$ cat src/sv/mtt_pkg.sv
package mtt_pkg;

    // Most expiries reported for one tick
    localparam int MAX_RESULTS = 16;
    localparam int CNT_W       = $clog2(MAX_RESULTS);

    localparam logic [31:0] NONE_ACTIVE = 32'hFFFF_FFFF;

    // Operation codes
    localparam logic [1:0] FUNC_START = 2'd0;
    localparam logic [1:0] FUNC_STOP  = 2'd1;
    localparam logic [1:0] FUNC_TICK  = 2'd2;

    // Status codes
    localparam logic [1:0] ST_DONE    = 2'd0;
    localparam logic [1:0] ST_FULL    = 2'd1;
    localparam logic [1:0] ST_NOMATCH = 2'd2;

    // Entry modes
    localparam logic [1:0] MODE_FREE     = 2'd0;
    localparam logic [1:0] MODE_ONESHOT  = 2'd1;
    localparam logic [1:0] MODE_PERIODIC = 2'd2;

    typedef struct packed {
        logic [1:0]  func;
        logic [7:0]  owner_id;
        logic [7:0]  signal_num;
        logic        kind;
        logic [31:0] duration;
        logic        periodic;
        logic [31:0] elapsed;
    } t_cmd;

    typedef struct packed {
        logic [1:0]  status;
        logic        expired_valid;
        logic [7:0]  expired_owner;
        logic [7:0]  expired_signal;
        logic        expired_kind;
        logic        last;
        logic [31:0] next_timeout;
    } t_res;

    typedef struct packed {
        logic [31:0] remaining;
        logic [31:0] reload;
        logic [7:0]  owner;
        logic [7:0]  signal_num;
        logic        kind;
    } t_entry;

endpackage

$ cat src/sv/multi_timer_table.sv
// Timer table of ENTRIES timers keyed by owner and signal. A command is taken on
// i_start while o_busy is low; its results appear on o_res, each for exactly one
// cycle with o_res_valid high, and cannot be held off, so the receiver must take
// every strobe. Start, stop and unused codes give one result; a tick gives one
// result per expired entry in entry order (at most MAX_RESULTS reported, all
// expiries still applied), or one plain result if nothing expired. The last result
// of a command carries last = 1, and every result of it carries the same
// next_timeout, the smallest remaining time after the command, all ones when the
// table is empty. Timing: o_busy stays high while the entry memory is walked one
// read a cycle, and for a tick with reported expiries also while each reported
// entry is read again and its report registered. Each expiry report passes
// through r_rdata and the result register after its entry is addressed, and the
// reports of one tick come on consecutive cycles. The last result of a command is
// strobed in the first cycle with o_busy low; a new command may be given in that
// same cycle.
module multi_timer_table
    import mtt_pkg::*;
#(
    parameter int ENTRIES = 16
) (
    input  logic i_clk,
    input  logic i_rst_n,
    input  logic i_start,
    input  t_cmd i_cmd,
    output logic o_busy,
    output logic o_res_valid,
    output t_res o_res
);

    localparam int IW = (ENTRIES > 1) ? $clog2(ENTRIES) : 1;
    localparam logic [IW-1:0]    LAST_IDX = IW'(ENTRIES - 1);
    localparam logic [CNT_W-1:0] LAST_CNT = CNT_W'(MAX_RESULTS - 1);

    typedef enum logic [1:0] {
        S_IDLE,
        S_WALK,
        S_FIN,
        S_EMIT
    } t_state;

    t_state r_state;
    t_cmd   r_cmd;

    // Entry memory: one read port, one write port, registered read data
    t_entry tbl_mem [ENTRIES];
    t_entry r_rdata;

    // Per-entry mode in flops, cleared by reset (free)
    logic [1:0] r_mode [ENTRIES];

    logic [IW-1:0]      r_idx;      // read issue pointer
    logic [IW-1:0]      r_didx;     // index of the entry in r_rdata
    logic               r_issue;
    logic               r_dv;
    logic               r_hit;
    logic [IW-1:0]      r_hit_idx;
    logic               r_hit_kind;
    logic [31:0]        r_min;
    logic [ENTRIES-1:0] r_exp;      // expired entries still to report
    logic [CNT_W-1:0]   r_cnt;
    logic               r_pend;
    logic               r_pend_last;
    logic [31:0]        r_nt;
    t_res               r_res;
    logic               r_res_valid;

    logic               rd_en;
    logic [IW-1:0]      rd_addr;
    logic               wr_en;
    logic [IW-1:0]      wr_addr;
    t_entry             wr_data;

    logic               free_any;
    logic [IW-1:0]      free_idx;
    logic [IW-1:0]      exp_idx;
    logic [ENTRIES-1:0] exp_rest;

    logic               d_active;
    logic               d_periodic;
    logic [31:0]        d_sub;
    logic               d_zero;
    logic [31:0]        n_rem;
    logic               d_keep;
    logic               d_match;
    logic [31:0]        d_cand;
    logic               d_cand_en;

    logic               fin_write;
    logic [IW-1:0]      fin_slot;
    logic [31:0]        fin_nt;

    // Lowest free entry
    always_comb begin
        free_any = 1'b0;
        free_idx = '0;
        for (int i = ENTRIES - 1; i >= 0; i--) begin
            if (r_mode[i] == MODE_FREE) begin
                free_any = 1'b1;
                free_idx = IW'(i);
            end
        end
    end

    // Lowest expired entry not yet reported
    always_comb begin
        exp_idx = '0;
        for (int i = ENTRIES - 1; i >= 0; i--) begin
            if (r_exp[i]) begin
                exp_idx = IW'(i);
            end
        end
        exp_rest = r_exp & ~(ENTRIES'(1) << exp_idx);
    end

    // Walk data stage: entry r_didx is in r_rdata
    always_comb begin
        d_active   = (r_mode[r_didx] != MODE_FREE);
        d_periodic = (r_mode[r_didx] == MODE_PERIODIC);
        d_sub      = (r_rdata.remaining > r_cmd.elapsed) ?
                     (r_rdata.remaining - r_cmd.elapsed) : '0;
        d_zero     = (d_sub == '0);
        n_rem      = d_zero ? r_rdata.reload : d_sub;
        d_keep     = !d_zero || d_periodic;
        d_match    = d_active
                  && (r_rdata.owner == r_cmd.owner_id)
                  && (r_rdata.signal_num == r_cmd.signal_num)
                  && ((r_cmd.func == FUNC_START) || (r_cmd.func == FUNC_STOP));
        if (r_cmd.func == FUNC_TICK) begin
            d_cand    = n_rem;
            d_cand_en = d_active && d_keep;
        end else begin
            // matched entry is rewritten or freed; handled at the end
            d_cand    = r_rdata.remaining;
            d_cand_en = d_active && !d_match;
        end
    end

    // End of walk for a start: re-arm the match or take the lowest free entry
    always_comb begin
        fin_write = (r_cmd.func == FUNC_START) && (r_hit || free_any);
        fin_slot  = r_hit ? r_hit_idx : free_idx;
        fin_nt    = (fin_write && (r_cmd.duration < r_min)) ? r_cmd.duration : r_min;
    end

    // Memory port steering
    always_comb begin
        rd_en   = 1'b0;
        rd_addr = r_idx;
        if ((r_state == S_WALK) && r_issue) begin
            rd_en   = 1'b1;
            rd_addr = r_idx;
        end else if ((r_state == S_EMIT) && (r_exp != '0)) begin
            rd_en   = 1'b1;
            rd_addr = exp_idx;
        end

        wr_en   = 1'b0;
        wr_addr = r_didx;
        wr_data = r_rdata;
        if ((r_state == S_WALK) && r_dv && (r_cmd.func == FUNC_TICK)
                && d_active && d_keep) begin
            wr_en             = 1'b1;
            wr_addr           = r_didx;
            wr_data.remaining = n_rem;
        end else if ((r_state == S_FIN) && fin_write) begin
            wr_en              = 1'b1;
            wr_addr            = fin_slot;
            wr_data.remaining  = r_cmd.duration;
            wr_data.reload     = r_cmd.periodic ? r_cmd.duration : '0;
            wr_data.owner      = r_cmd.owner_id;
            wr_data.signal_num = r_cmd.signal_num;
            wr_data.kind       = r_hit ? r_hit_kind : r_cmd.kind;
        end
    end

    always_ff @(posedge i_clk) begin
        if (wr_en) begin
            tbl_mem[wr_addr] <= wr_data;
        end
        if (rd_en) begin
            r_rdata <= tbl_mem[rd_addr];
        end
    end

    // Control and result register
    always_ff @(posedge i_clk) begin
        if (!i_rst_n) begin
            r_state     <= S_IDLE;
            r_issue     <= 1'b0;
            r_dv        <= 1'b0;
            r_pend      <= 1'b0;
            r_res_valid <= 1'b0;
            r_exp       <= '0;
            for (int i = 0; i < ENTRIES; i++) begin
                r_mode[i] <= MODE_FREE;
            end
        end else begin
            r_res_valid <= 1'b0;
            unique case (r_state)
                S_IDLE: begin
                    if (i_start) begin
                        r_cmd   <= i_cmd;
                        r_idx   <= '0;
                        r_issue <= 1'b1;
                        r_dv    <= 1'b0;
                        r_min   <= NONE_ACTIVE;
                        r_hit   <= 1'b0;
                        r_exp   <= '0;
                        r_state <= S_WALK;
                    end
                end

                S_WALK: begin
                    r_dv   <= r_issue;
                    r_didx <= r_idx;
                    if (r_issue) begin
                        if (r_idx == LAST_IDX) begin
                            r_issue <= 1'b0;
                        end else begin
                            r_idx <= r_idx + 1'b1;
                        end
                    end
                    if (r_dv) begin
                        if (d_cand_en && (d_cand < r_min)) begin
                            r_min <= d_cand;
                        end
                        if ((r_cmd.func == FUNC_TICK) && d_active && d_zero) begin
                            r_exp[r_didx] <= 1'b1;
                            if (!d_periodic) begin
                                r_mode[r_didx] <= MODE_FREE;
                            end
                        end
                        if (d_match) begin
                            r_hit      <= 1'b1;
                            r_hit_idx  <= r_didx;
                            r_hit_kind <= r_rdata.kind;
                        end
                        if (r_didx == LAST_IDX) begin
                            r_state <= S_FIN;
                        end
                    end
                end

                S_FIN: begin
                    r_res.status         <= ST_DONE;
                    r_res.expired_valid  <= 1'b0;
                    r_res.expired_owner  <= '0;
                    r_res.expired_signal <= '0;
                    r_res.expired_kind   <= 1'b0;
                    r_res.last           <= 1'b1;
                    r_res.next_timeout   <= fin_nt;
                    if (r_cmd.func == FUNC_START) begin
                        if (fin_write) begin
                            r_mode[fin_slot] <= r_cmd.periodic ? MODE_PERIODIC
                                                               : MODE_ONESHOT;
                        end else begin
                            r_res.status <= ST_FULL;
                        end
                    end else if (r_cmd.func == FUNC_STOP) begin
                        if (r_hit) begin
                            r_mode[r_hit_idx] <= MODE_FREE;
                        end else begin
                            r_res.status <= ST_NOMATCH;
                        end
                    end
                    if ((r_cmd.func == FUNC_TICK) && (r_exp != '0)) begin
                        r_nt    <= r_min;
                        r_cnt   <= '0;
                        r_pend  <= 1'b0;
                        r_state <= S_EMIT;
                    end else begin
                        r_res_valid <= 1'b1;
                        r_state     <= S_IDLE;
                    end
                end

                S_EMIT: begin
                    // read one expired entry a cycle, report it the cycle after
                    r_pend <= 1'b0;
                    if (r_exp != '0) begin
                        r_pend      <= 1'b1;
                        r_pend_last <= (exp_rest == '0) || (r_cnt == LAST_CNT);
                        r_cnt       <= r_cnt + 1'b1;
                        r_exp       <= (r_cnt == LAST_CNT) ? '0 : exp_rest;
                    end
                    if (r_pend) begin
                        r_res_valid          <= 1'b1;
                        r_res.status         <= ST_DONE;
                        r_res.expired_valid  <= 1'b1;
                        r_res.expired_owner  <= r_rdata.owner;
                        r_res.expired_signal <= r_rdata.signal_num;
                        r_res.expired_kind   <= r_rdata.kind;
                        r_res.last           <= r_pend_last;
                        r_res.next_timeout   <= r_nt;
                        if (r_pend_last) begin
                            r_state <= S_IDLE;
                        end
                    end
                end
            endcase
        end
    end

    assign o_busy      = (r_state != S_IDLE);
    assign o_res_valid = r_res_valid;
    assign o_res       = r_res;

endmodule
$ cat config.mk
export PLATFORM = sky130hd
export DESIGN_NAME = multi_timer_table
export DESIGN_NICKNAME = d
export VERILOG_FILES = /design/src/sv/mtt_pkg.sv /design/src/sv/multi_timer_table.sv
export SDC_FILE = /design/constraint.sdc
export NUM_CORES = 2
export LEC_CHECK = 0
export ABC_CLOCK_PERIOD_IN_PS = 30900
export BUFFER_PORTS_ARGS = -buffer_cell sky130_fd_sc_hd__clkbuf_2
export CAP_MARGIN = 20
export CELL_PAD_IN_SITES_DETAIL_PLACEMENT = 0
export CELL_PAD_IN_SITES_GLOBAL_PLACEMENT = 2
export CORE_MARGIN = 3
export CORE_UTILIZATION = 52
export CTS_CLUSTER_DIAMETER = 30
export DETAILED_ROUTE_END_ITERATION = 12
export PLACE_DENSITY_LB_ADDON = 0.12
export SLEW_MARGIN = 20
export SYNTH_ARGS = -nofsm -noshare
export SYNTH_HDL_FRONTEND = slang
export SYNTH_SLANG_ARGS = --single-unit
$ cat constraint.sdc
create_clock -name i_clk -period 30.9 [get_ports i_clk]
set_input_delay 3.09 -clock i_clk [delete_from_list [all_inputs] [get_ports i_clk]]
set_output_delay 3.09 -clock i_clk [all_outputs]
set_load 0.02 [all_outputs]
==> results.yml <==
setup_path:
  critPathCaptureType: "register"
  cp.arrival_ps: 8150
  max_stage_delay_ps: 760
  worstPathMaxFanout: 32
  startpoint_type: "register"
  path_buf_inv: 2
  reg2reg_from: "r_rdata[49]$_DFFE_PP_"
  reg2reg_slack_ps: 23210
  worst-setup-path-type: "register to register"
  r2r_end: "r_min[19]$_SDFFCE_PN1P_"
  reg2reg_depth: 27
  slowest_stage: "a2111oi_4"
  crit_path_frequent_cell: "o21ai_0"
  crit_family: "compound AO/OA/AOI/OAI gates"
  crit_required_ps: 31370
floorplanning:
  ios: 142
  fp.dieH_um: 370
  dieWidth_um: 370
  core_area_sq_um: 130000
  design.die.area_sq_um: 137000
  fp-row-count: 132
  start_util: 0.528
clock_tree:
  hold_buffers: 0
  h-tree-depth: 5
  root_buffer: "clkbuf_16"
  cts_tree: "yes"
  worstSkewPairLatency_ps: 910
  cts_buffers: 340
  post_cts_buffers: 0
  clk_pin_slew_ps: 50
  cts_buffer_depth: 4
  ctsResizeCount: 0
  clock-sinks: 1655
worst_hold_path:
  min_path_type: "register to register"
  hold_depth: 0
  hold_end: "r_nt[23]$_DFFE_PP_"
  holdCritStartpoint: "r_min[23]$_SDFFCE_PN1P_"
timing:
  fin_crit_sh: 0.249
  finalCriticalPeriod_ps: 7690
  layout_setup_ws_ps: 23210
  whs_ps: 459
  skew_ps: 84.4
  final-setup-viol-count: 0
  max_freq_mhz: 130
  tightest_slew_ps: 1160
  rsz0062_at_grt: "false"
  slew_violations: 0
  final_hold_viol_count: 0
  relSlewSlack: 0.228
  tns_ps: 0
detailed_routing:
  initialDrtViolationCount: 5081
  routed-via-count: 40100
  drc_errors: 0
  wire_per_inst_um: 30.8
  drt-total-wl_mm: 196
  viasPerCell: 6.31
  final_antenna_net_count: 0
  drtPass1Iterations: 6
layout:
  final_common_cell: "edfxtp_1"
  fin_nets: 4539
  areaGrowthSynthToFinish_pct: 20.5
  final_cell_area_sq_um: 82900
  fin_cells: 6354
  final_cell_mix: "1629 x edfxtp_1, 384 x nand2_1, 346 x clkbuf_16"
  drive_gt1_frac: 0.258
placed_design:
  dpl-instance-area_sq_um: 71900
  dp_hpwl_mm: 118
  gp_congestion: 0.906
  numPortBuffers: 141
  dp.cells: 5755
  post-place-ws_ps: 23440
global_routing:
  track_usage: 0.289
  met1_usage: 0.426
  grt_start_max_net_pins: 98
  antenna_found_initial: 6
  grtUsageMet3: 0.0669
  grt_pass1_vias: 40400
  grt_pass1_wl_mm: 284
  grt_busiest_layer: "met2"
  use_met2: 0.434
  overflow: 0
synthesis:
  syn-num-nets: 4167
  synth_cell_types: 88
  synth_edf_count: 1629
  syn_area_per_cell_sq_um: 17.3
  synth_seq_cells: 1655
  netlist_instances: 3983
  seq_area_frac_synth: 0.718
  async_reset_ff_frac: 0
  synth_top_cell_by_area: "edfxtp_1"
  syn_area_sq_um: 68800
  synth.area.top_cells: "edfxtp_1 71%, mux4_2 11%, nand2_1 2.1%, a22oi_1 1.9%, ha_1 1.7%"
  synth_flop_cell: "edfxtp_1"
  yosysWarnings: 0
  synth_top_area_share: 0.711
job:
  drv_cap: 0
run_status:
  status: "finished, final reports clean"
power_and_ir_drop:
  p_per_area_nw_per_um2: 78.6
  power_leakage_uw: 0.0286
  vdd_drop_max_v: 0.0000861
synthesized netlist by cell type (all sizes together), types with 39 or more instances:
library cell	n
a21oi	92
nor2	151
mux2i	42
nand2b	39
edfxtp	1629
ha	96
buf	74
nor3	49
mux4	334
nand3	66
inv	100
clkbuf	140
o21ai	123
a22oi	171
nand2	388
area by class of cell:
type	count	area, sq um
clock buffer	375	8780
tap	1742	2180
fill	9163	47500
antenna	1	2.50
clock inverter	223	2240
sequential	1655	49400
inverter	101	379
multi-input combinational	2013	18400
timing repair buffer	244	1570
per-stage QoR:
step | utilization | total power [uW]
after floorplan | - | 2900
after global placement | 0.551 | 3080
after detailed placement | 0.551 | 3080
after CTS | 0.636 | 6560
after global routing | 0.636 | 6710
final | 0.636 | 6520
layer usage:
metal / vias to the layer above / part of all wire
met5: - / 0.000066
met4: 2 / 0.024
met3: 341 / 0.10
met2: 2015 / 0.46
met1: 20800 / 0.41
li1: 16900 / -
sequential cells by signal, summed over array words and instances (netlist names), named ones only:
signal / cells
tbl_mem: 1296
r_cmd: 84
r_rdata: 81
o_res: 53
r_min: 32
r_mode: 32
r_nt: 32
r_exp: 16
r_cnt: 4
r_didx: 4
r_hit_idx: 4
r_idx: 4
r_state: 2
o_res_valid: 1
r_dv: 1
r_hit: 1
r_hit_kind: 1
r_issue: 1
r_pend: 1
r_pend_last: 1
power breakdown:
part           total, uW  leakage (uW)  switching (uW)  internal, uW
Combinational        495       0.00839             317           178
Clock               3480       0.00532            1170          2310
Sequential          2550        0.0149            27.7          2520
kinds of logic after synthesis:
| family | share of synthesized area |
|---|---|
| DFF | 0.718 |
| and+or+nand+nor | 0.0607 |
| AOI/OAI and AO/OA | 0.0639 |
| muxes | 0.116 |
| buffers and inverters | 0.0188 |
| adders and majority gates | 0.0179 |
| xor gates and xnor gates | 0.00407 |
how the worst max path moves through the flow:
stage,from,to,cells past startpoint,slack (ps)
after detailed placement,r_rdata[49]$_DFFE_PP_,r_min[18]$_SDFFCE_PN1P_,27,23440
after global placement,r_rdata[49]$_DFFE_PP_,r_min[17]$_SDFFCE_PN1P_,27,23550
after floorplan,r_rdata[65]$_DFFE_PP_,tbl_mem[10][0]$_DFFE_PP_,14,19190
after global routing,r_rdata[49]$_DFFE_PP_,r_min[19]$_SDFFCE_PN1P_,27,22810
after CTS,r_rdata[49]$_DFFE_PP_,r_min[17]$_SDFFCE_PN1P_,27,23360
final,r_rdata[49]$_DFFE_PP_,r_min[19]$_SDFFCE_PN1P_,27,23210
No activity file was read; power rests on OpenSTA's default activity.
